==> src/hdl/mscg_pkg.sv <==
`timescale 1ns / 1ps

package mscg_pkg;

    localparam int NUM_COLOUR_REGS = 7;
    localparam int CFG_INDEX_W     = 3;
    localparam int STOP_COUNT_W    = 3;
    localparam int COLOUR_W        = 32;
    localparam int CHAN_W          = 8;
    localparam int NUM_CHANS       = 4;

    typedef logic [COLOUR_W-1:0]     t_colour;
    typedef logic [CHAN_W-1:0]       t_chan;
    typedef logic [STOP_COUNT_W-1:0] t_stop_count;
    typedef logic [CFG_INDEX_W-1:0]  t_cfg_index;

    localparam t_cfg_index  REG_STOP_COUNT    = 3'd0;
    localparam t_cfg_index  REG_STOP_COLOUR_0 = 3'd1;

    localparam t_stop_count STOP_COUNT_RESET = 3'd7;
    localparam t_stop_count STOP_COUNT_MIN   = 3'd2;

    localparam t_colour COLOUR_RESET [NUM_COLOUR_REGS] = '{
        32'hFF0000FF, 32'hFF7F00FF, 32'hFFFF00FF, 32'h00FF00FF,
        32'h0000FFFF, 32'h4B00FFFF, 32'h8B00FFFF
    };

endpackage

==> src/hdl/multi_stop_colour_gradient.sv <==
`timescale 1ns / 1ps

// Multi-stop colour gradient. A progress word (FRACTION_BITS fraction bits,
// saturating at 1.0) is taken at every clock edge with start high and busy
// low; o_strobe and the packed colour on o_colour come up once the word has
// passed segment pick, stop colour select, channel products and final sum,
// which are each one register stage.
// One word per clock, sustained, with no stall. The receiver cannot hold
// results off. busy is high during reset and in the cycle after it, and low
// from then on. Stop count and stop colours are written through the cfg port
// (index 0: stop count, 1..7: stop colours) and must only change while no
// word is in flight.

module multi_stop_colour_gradient
    import mscg_pkg::*;
#(
    parameter int MAX_STOPS     = 7,
    parameter int FRACTION_BITS = 16
) (
    input  logic                     i_clk,
    input  logic                     i_rst_n,
    input  logic                     start,
    output logic                     busy,
    input  logic [FRACTION_BITS:0]   i_progress,
    output logic                     o_strobe,
    output t_colour                  o_colour,
    input  logic                     i_cfg_valid,
    output logic                     o_cfg_ready,
    input  t_cfg_index               i_cfg_index,
    input  t_colour                  i_cfg_data
);

    localparam int PW = FRACTION_BITS + 1;
    localparam int SW = FRACTION_BITS + 3;
    localparam int MW = CHAN_W + PW;
    localparam int AW = MW + 1;
    localparam logic [FRACTION_BITS:0] FRAC_ONE = {1'b1, {FRACTION_BITS{1'b0}}};
    localparam t_stop_count MAX_N = STOP_COUNT_W'(MAX_STOPS);

    typedef logic [PW-1:0] t_frac;
    typedef logic [2:0]    t_seg;

    logic        r_busy;
    t_stop_count r_stop_count;
    t_colour     r_stop_colour [NUM_COLOUR_REGS];

    logic        r1_valid;
    t_seg        r1_seg;
    t_frac       r1_frac;
    logic        r2_valid;
    t_colour     r2_from;
    t_colour     r2_to;
    t_frac       r2_frac;
    logic        r3_valid;
    logic [MW-1:0] r3_prod_a [NUM_CHANS];
    logic [MW-1:0] r3_prod_b [NUM_CHANS];
    logic        r_strobe;
    t_colour     r_colour;

    t_stop_count n_count;
    t_stop_count n_minus1;
    t_frac       n_prog;
    logic [SW-1:0] n_scaled;
    t_seg        n_seg;
    t_frac       n_frac;
    logic [MW-1:0] n_prod_a [NUM_CHANS];
    logic [MW-1:0] n_prod_b [NUM_CHANS];
    t_colour     n_colour;
    logic        n_accept;
    logic        n_cfg_we;

    assign busy        = r_busy;
    assign o_cfg_ready = !r_busy;
    assign o_strobe    = r_strobe;
    assign o_colour    = r_colour;
    assign n_accept    = start && !r_busy;
    assign n_cfg_we    = i_cfg_valid && !r_busy;

    // configuration registers
    always_ff @(posedge i_clk) begin
        if (!i_rst_n) begin
            r_busy       <= 1'b1;
            r_stop_count <= STOP_COUNT_RESET;
            for (int i = 0; i < NUM_COLOUR_REGS; i++) begin
                r_stop_colour[i] <= COLOUR_RESET[i];
            end
        end else begin
            r_busy <= 1'b0;
            if (n_cfg_we) begin
                if (i_cfg_index == REG_STOP_COUNT) begin
                    r_stop_count <= i_cfg_data[STOP_COUNT_W-1:0];
                end else begin
                    r_stop_colour[3'(i_cfg_index - REG_STOP_COLOUR_0)] <= i_cfg_data;
                end
            end
        end
    end

    // stage 1: saturate, scale, split into segment and fraction
    always_comb begin
        n_count = r_stop_count;
        if (n_count < STOP_COUNT_MIN) begin
            n_count = STOP_COUNT_MIN;
        end
        if (n_count > MAX_N) begin
            n_count = MAX_N;
        end
        n_minus1 = n_count - 3'd1;
        n_prog   = (i_progress > FRAC_ONE) ? FRAC_ONE : i_progress;
        n_scaled = SW'(n_prog) * SW'(n_minus1);
        n_seg    = n_scaled[FRACTION_BITS +: 3];
        n_frac   = {1'b0, n_scaled[FRACTION_BITS-1:0]};
        if (n_seg >= n_minus1) begin
            n_seg  = n_minus1 - 3'd1;
            n_frac = FRAC_ONE;
        end
    end

    // stage 3: per channel products
    always_comb begin
        for (int k = 0; k < NUM_CHANS; k++) begin
            n_prod_a[k] = MW'(r2_from[k*CHAN_W +: CHAN_W]) * MW'(FRAC_ONE - r2_frac);
            n_prod_b[k] = MW'(r2_to[k*CHAN_W +: CHAN_W]) * MW'(r2_frac);
        end
    end

    // stage 4: sum and drop the fraction
    always_comb begin
        logic [AW-1:0] sum;
        n_colour = '0;
        for (int k = 0; k < NUM_CHANS; k++) begin
            sum = AW'(r3_prod_a[k]) + AW'(r3_prod_b[k]);
            n_colour[k*CHAN_W +: CHAN_W] = sum[FRACTION_BITS +: CHAN_W];
        end
    end

    always_ff @(posedge i_clk) begin
        if (!i_rst_n) begin
            r1_valid <= 1'b0;
            r2_valid <= 1'b0;
            r3_valid <= 1'b0;
            r_strobe <= 1'b0;
        end else begin
            r1_valid <= n_accept;
            r2_valid <= r1_valid;
            r3_valid <= r2_valid;
            r_strobe <= r3_valid;
        end
    end

    always_ff @(posedge i_clk) begin
        r1_seg   <= n_seg;
        r1_frac  <= n_frac;
        r2_from  <= r_stop_colour[r1_seg];
        r2_to    <= r_stop_colour[3'(r1_seg + 3'd1)];
        r2_frac  <= r1_frac;
        for (int k = 0; k < NUM_CHANS; k++) begin
            r3_prod_a[k] <= n_prod_a[k];
            r3_prod_b[k] <= n_prod_b[k];
        end
        r_colour <= n_colour;
    end

endmodule

==> config.mk <==
export PLATFORM = sky130hd
export DESIGN_NAME = multi_stop_colour_gradient
export DESIGN_NICKNAME = d
export VERILOG_FILES = /design/src/hdl/mscg_pkg.sv /design/src/hdl/multi_stop_colour_gradient.sv
export SDC_FILE = /design/constraint.sdc
export NUM_CORES = 2
export LEC_CHECK = 0
export BUFFER_PORTS_ARGS = -buffer_cell sky130_fd_sc_hd__buf_4
export CAP_MARGIN = 10
export CORE_ASPECT_RATIO = 0.5
export CORE_MARGIN = 3
export CORE_UTILIZATION = 65
export CTS_CLUSTER_DIAMETER = 100
export CTS_CLUSTER_SIZE = 25
export DETAILED_ROUTE_END_ITERATION = 10
export GPL_ROUTABILITY_DRIVEN = 0
export PLACE_DENSITY = 0.82
export SLEW_MARGIN = 20
export SYNTH_ARGS = -nofsm -noshare
export SYNTH_HDL_FRONTEND = slang
export SYNTH_SLANG_ARGS = --single-unit
==> constraint.sdc <==
create_clock -name i_clk -period 14.1 [get_ports i_clk]
set_input_delay 2.82 -clock i_clk [delete_from_list [all_inputs] [get_ports i_clk]]
set_output_delay 2.82 -clock i_clk [all_outputs]
set_load 0.05 [all_outputs]
; ---- Yosys cells after proc, flatten, opt, wreduce, memory -nomap -nowiden
; Memory sizes are Yosys's and may differ from the RTL's. A register that Yosys moved wholly into a read port is not among the register bits.
; Cells that the tools add are included.
; W data, S select, Z words.
[word_totals]
register_bits = 77
ramBits = 424
inputBits = 56
out_inout_bits = 35
word_cells = 55
mem_count = 3
[classes]
addsub = 9
mul = 9
order_cmp = 4
mux = 13
n_reduce_logical = 6
[mem_list]
columns = name, depth, width, read_ports, rd_clocked_by_memory_dff, wr, line_no
row1 = r_stop_colour, 7, 32, 2, 2, 7, multi_stop_colour_gradient.sv:45  ; t_colour r_stop_colour [NUM_COLOUR_REGS];
row2 = r3_prod_a, 4, 25, 4, 0, 4, multi_stop_colour_gradient.sv:55  ; logic [MW-1:0] r3_prod_a [NUM_CHANS];
row3 = r3_prod_b, 4, 25, 4, 0, 4, multi_stop_colour_gradient.sv:56  ; logic [MW-1:0] r3_prod_b [NUM_CHANS];
[ops]
columns = operator, n
row1 = $mul A8 B17 Y25, 4
row2 = $add A24 B24 Y24, 4
row3 = $mul A8 B25 Y25, 3
row4 = $mux W17, 2
row5 = $mux W32, 1
row6 = $reduce_or A32 Y1, 1
row7 = $mul A9 B18 Y25, 1
row8 = $mul A17 B3 Y19, 1
row9 = $sub A17 B17 Y18 const A, 1
row10 = $gt A17 B17 Y1 const B, 1
row11 = $mux W3, 4
row12 = $sub A3 B1 Y3 const B, 3
row13 = $mux W1, 6
row14 = $add A3 B1 Y3 const B, 1
row15 = $ge A3 B3 Y1, 1
row16 = $gt A3 B3 Y1 const B, 1
row17 = $logic_not A3 Y1, 1
row18 = $lt A3 B2 Y1 const B, 1
row19 = $logic_and A1 B1 Y1, 2
row20 = $reduce_and A2 Y1, 1
row21 = $logic_not A1 Y1, 1

; ---- Logic depth before layout (Yosys ltp)
[logic_depth]
depth_word = 8
mapped_depth = 28
depth_no_buf = 25

; ---- Least setup slack after synthesis
; OpenSTA, ideal clock, no wires.
[synth_timing]
kind = in2reg
from = input port i_progress[15]
to = register r1_frac[10]
setup_ps = 127
arrival_ps = 7570
t_required_ps = 13973
path_slack_ps = 6403
cell_stages = 24
n_path_buf = 3
path_cell_list = nor4_1 > a41oi_1 > nor2b_1 > clkbuf_1 > nand2_1 > fa_1 > inv_1 > ha_1 > inv_1 > fa_1 > nor2b_1 > o21ai_0 > a21boi_0 > o2111ai_1 > nand3_1 > nand2_1 > o2111ai_1 > mux2i_1 > nor2_1 > ha_1 > a21o_1 > clkbuf_1 > buf_1 > nor2_1
[synth_via]
elab_chain_len = 4
[synth_rtl]
columns = element, line_no
row1 = start: declaration, multi_stop_colour_gradient.sv:24  ; input logic [FRACTION_BITS:0] i_progress,
row2 = $gt A17 B17 Y1, multi_stop_colour_gradient.sv:109  ; n_prog = (i_progress > FRAC_ONE) ? FRAC_ONE : i_progress;
row3 = $mux W17 *, multi_stop_colour_gradient.sv:109
row4 = $mul A17 B3 Y19 *, multi_stop_colour_gradient.sv:110  ; n_scaled = SW'(n_prog) * SW'(n_minus1);
row5 = $ge A3 B3 Y1, multi_stop_colour_gradient.sv:113  ; if (n_seg >= n_minus1) begin
row6 = end signal: assignment, multi_stop_colour_gradient.sv:153  ; r1_frac <= n_frac;
row7 = end: declaration, multi_stop_colour_gradient.sv:49  ; t_frac r1_frac;
; Every way passes the cells marked *; elsewhere a longest branch is shown, timed or not.
; A chain may end at the register's enable or synchronous reset.

; ---- Worst setup path in the final report
[layout_timing]
from = input port i_progress[7]
to = register r1_seg[1]
[layout_via]
elab_chain_len = 5
[layout_rtl]
columns = element, line_no
row1 = $gt A17 B17 Y1, multi_stop_colour_gradient.sv:109
row2 = $mux W17 *, multi_stop_colour_gradient.sv:109
row3 = $mul A17 B3 Y19 *, multi_stop_colour_gradient.sv:110
row4 = $ge A3 B3 Y1, multi_stop_colour_gradient.sv:113
row5 = $mux W3 *, multi_stop_colour_gradient.sv:113
row6 = via n_seg[1], multi_stop_colour_gradient.sv:64  ; t_seg n_seg;
row7 = end signal: assignment, multi_stop_colour_gradient.sv:152  ; r1_seg <= n_seg;
row8 = end: declaration, multi_stop_colour_gradient.sv:48  ; t_seg r1_seg;
; Mark *: on every way through the listed nets, which the timed path passes. The rest lies on a longest branch.

==> flow_summary.json <==
{
  "startpoint_type": "input pin",
  "async_reset_ff_share_pct": 0,
  "ys.flop_type": "dfxtp_1",
  "drv_slew": 0,
  "cpPeakStageDelay_ns": 0.79,
  "nets": 6890,
  "synth_warnings": 0,
  "timing.rr.end": "r3_prod_a[3][23]",
  "dr.pass1.iters": 6,
  "die_h_um": 217,
  "postRouteAntennaNets": 0,
  "cts_root_buffer": "clkbuf_16",
  "worstMarginPinSlew_ns": 1.08,
  "routed_wl_um": 146000,
  "relSlewSlack_pct": 27.6,
  "port_buffers": 90,
  "hold_class": "reg2reg",
  "crit_required_ns": 14.67,
  "cpMaxStageDelayCell": "nor2b_1",
  "crit_end": "r1_seg[1]",
  "wire_per_inst_um": 21.4,
  "die_w_um": 427,
  "cp_top_family": "compound AO/OA/AOI/OAI gates",
  "rsz0062_at_grt": "no",
  "ios": 91,
  "fmax_ghz": 0.122,
  "critPathLaunch": "i_progress[7]",
  "grt_pass1_vias": 44200,
  "rr_startpoint": "r2_frac[0]",
  "arrival_ns": 8.79,
  "layout-drive-gt1-share_pct": 7.70,
  "hold_viol": 0,
  "hpwlAfterDp_um": 107000,
  "ys_ff_latch": 589,
  "dieArea_sq_um": 92600,
  "drv_cap": 0,
  "syn_nets": 6982,
  "grt_pass1_wl_um": 234000,
  "synth-edff-count": 224,
  "path_depth": 22,
  "drc": 0,
  "clk_path_buf_depth": 3,
  "r2r_slack_ns": 6.48,
  "numCtsBuffers": 28,
  "drtIter0Drc": 3944,
  "syn_to_final_growth_pct": 4.51,
  "netlist_instances": 5699,
  "grt_max_degree": 63,
  "clk_latency_ns": 0.68,
  "synthDistinctLibCells": 82,
  "fp-row-count": 76,
  "critPathKind": "in2reg",
  "vias": 41188,
  "post-cts-setup-buffers": 0,
  "final_common_cell": "inv_1",
  "cts_hold_buffers": 0,
  "crit_chain": "buf_4 -> nor4_1 -> a41oi_1 -> nor2b_1 -> nand2_1 -> fa_1 -> inv_1 -> ha_1 -> inv_1 -> fa_1 -> nor2b_1 -> o21ai_0 -> a21boi_0 -> o2111ai_1 -> nand3_1 -> nand2_1 -> o2111ai_1 -> mux2i_1 -> nor2_1 -> ha_1 -> a21o_1 -> mux2_2",
  "start_util_pct": 66.3,
  "cp_max_fo": 21,
  "viasPerCell": 6.06,
  "skew_ns": 0.0414,
  "status": "finished clean",
  "cp-end-kind": "flop",
  "yosysSeqAreaShare_pct": 24.3,
  "core-area_sq_um": 87000,
  "final_cell_mix": "inv_1 (868), fa_1 (798), nand2_1 (706)",
  "setup_tns_ns": 0,
  "cts_resized": 0,
  "rr_worst_depth": 26,
  "syn_area_sq_um": 57700,
  "antenna_found_initial": 17,
  "cts_tree": "built",
  "h-tree-depth": 1,
  "critical_path_buf_inv_count": 3,
  "cts.clk_slew.worst_paths_ns": 0.10,
  "period_minus_slack_ns": 8.21,
  "grt.total_usage_pct": 32.3,
  "cts_sinks": 589,
  "syn_avg_cell_area_sq_um": 10.1,
  "timing.final.crit_share_pct": 58.3,
  "grt_remaining_overflow": 0,
  "setup_viol": 0
}
## cell usage after synthesis, types with 31 or more instances
cell	instances	area (sq um)
inv_1	868	3260
fa_1	798	16000
nand2_1	710	2670
and2_1	671	4200
ha_1	429	5370
dfxtp_1	365	7310
clkbuf_1	238	893
edfxtp_1	224	6730
nor2_1	223	837
xnor2_1	186	1630
a21oi_1	145	726
mux4_2	128	2880
o21ai_0	70	350
mux2_2	66	743
xor2_1	63	552
a21o_1	51	383
nor3_1	43	215
o21a_1	37	278
nor2b_1	32	200
nand3_1	31	155
## kinds of logic (layout without fill, tap and decap cells)
kind of cell | after synthesis | after routing | share of synthesized area, %
AND/OR/NAND/NOR | 1828 | 1828 | 15.7
adder cells (fa/ha/maj) | 1227 | 1227 | 37.0
buffers and inverters | 1138 | 1062 | 7.42
flip-flops | 589 | 589 | 24.3
AO/OA/AOI/OAI | 467 | 467 | 5.37
XOR/XNOR | 250 | 250 | 3.81
multiplexers | 200 | 200 | 6.39
other | 0 | 8 | 0
## flip-flops by register name (all words and copies together), names as in the netlist, 17 cells and up
| register | count |
|---|---|
| o_colour | 32 |
| r3_prod_b | 96 |
| r2_to | 32 |
| r3_prod_a | 96 |
| r2_from | 32 |
| r1_frac | 17 |
| r2_frac | 17 |
| r_stop_colour | 256 |
## routing by layer
| metal | track usage [%] | share of wire, % | wire [um] |
|---|---|---|---|
| met2 | 52.2 | 47 | 67900 |
| met5 | 0 | 0.062 | 90 |
| met1 | 42.0 | 38 | 55300 |
| met3 | 8.11 | 11 | 16200 |
| met4 | 13.0 | 4.3 | 6290 |
## final cells by class
type | count | area, sq um
Multi-Input combinational cell | 3972 | 39600
Fill cell | 6213 | 26700
Sequential cell | 589 | 14000
Inverter | 868 | 3260
Tap cell | 1170 | 1460
Timing Repair Buffer | 148 | 1110
Clock buffer | 42 | 753
Clock inverter | 4 | 81.3
Antenna cell | 8 | 20.0
## worst min-delay path by stage
stage                     start          end  slack [ns]  cells after the start
finish              r1_frac[11]  r2_frac[11]        0.33                      0
global route        r1_frac[11]  r2_frac[11]        0.34                      0
CTS                 r1_frac[11]  r2_frac[11]        0.33                      0
detailed placement   r1_frac[7]   r2_frac[7]        0.31                      0
global placement    r1_frac[16]  r2_frac[16]        0.31                      0
floorplan            r1_frac[0]   r2_frac[0]        0.31                      0
## metrics by stage
| step | area [sq um] | worst slack, ns | util [%] | instances | hold WS (ns) |
|---|---|---|---|---|---|
| floorplan | 57700 | 6.40 | - | 5699 | 0.310 |
| global placement | 59400 | 5.48 | 68.3 | 6747 | 0.311 |
| detailed placement | 59400 | 5.25 | 68.3 | 6747 | 0.312 |
| CTS | 60300 | 5.97 | 69.3 | 6793 | 0.331 |
| global route | 60300 | 5.34 | 69.3 | 6796 | 0.337 |
| finish | 60300 | 5.89 | 69.3 | 6801 | 0.328 |
Power is not shown: default switching activity piles up to over one toggle a cycle in this logic, so the estimate is an artifact.
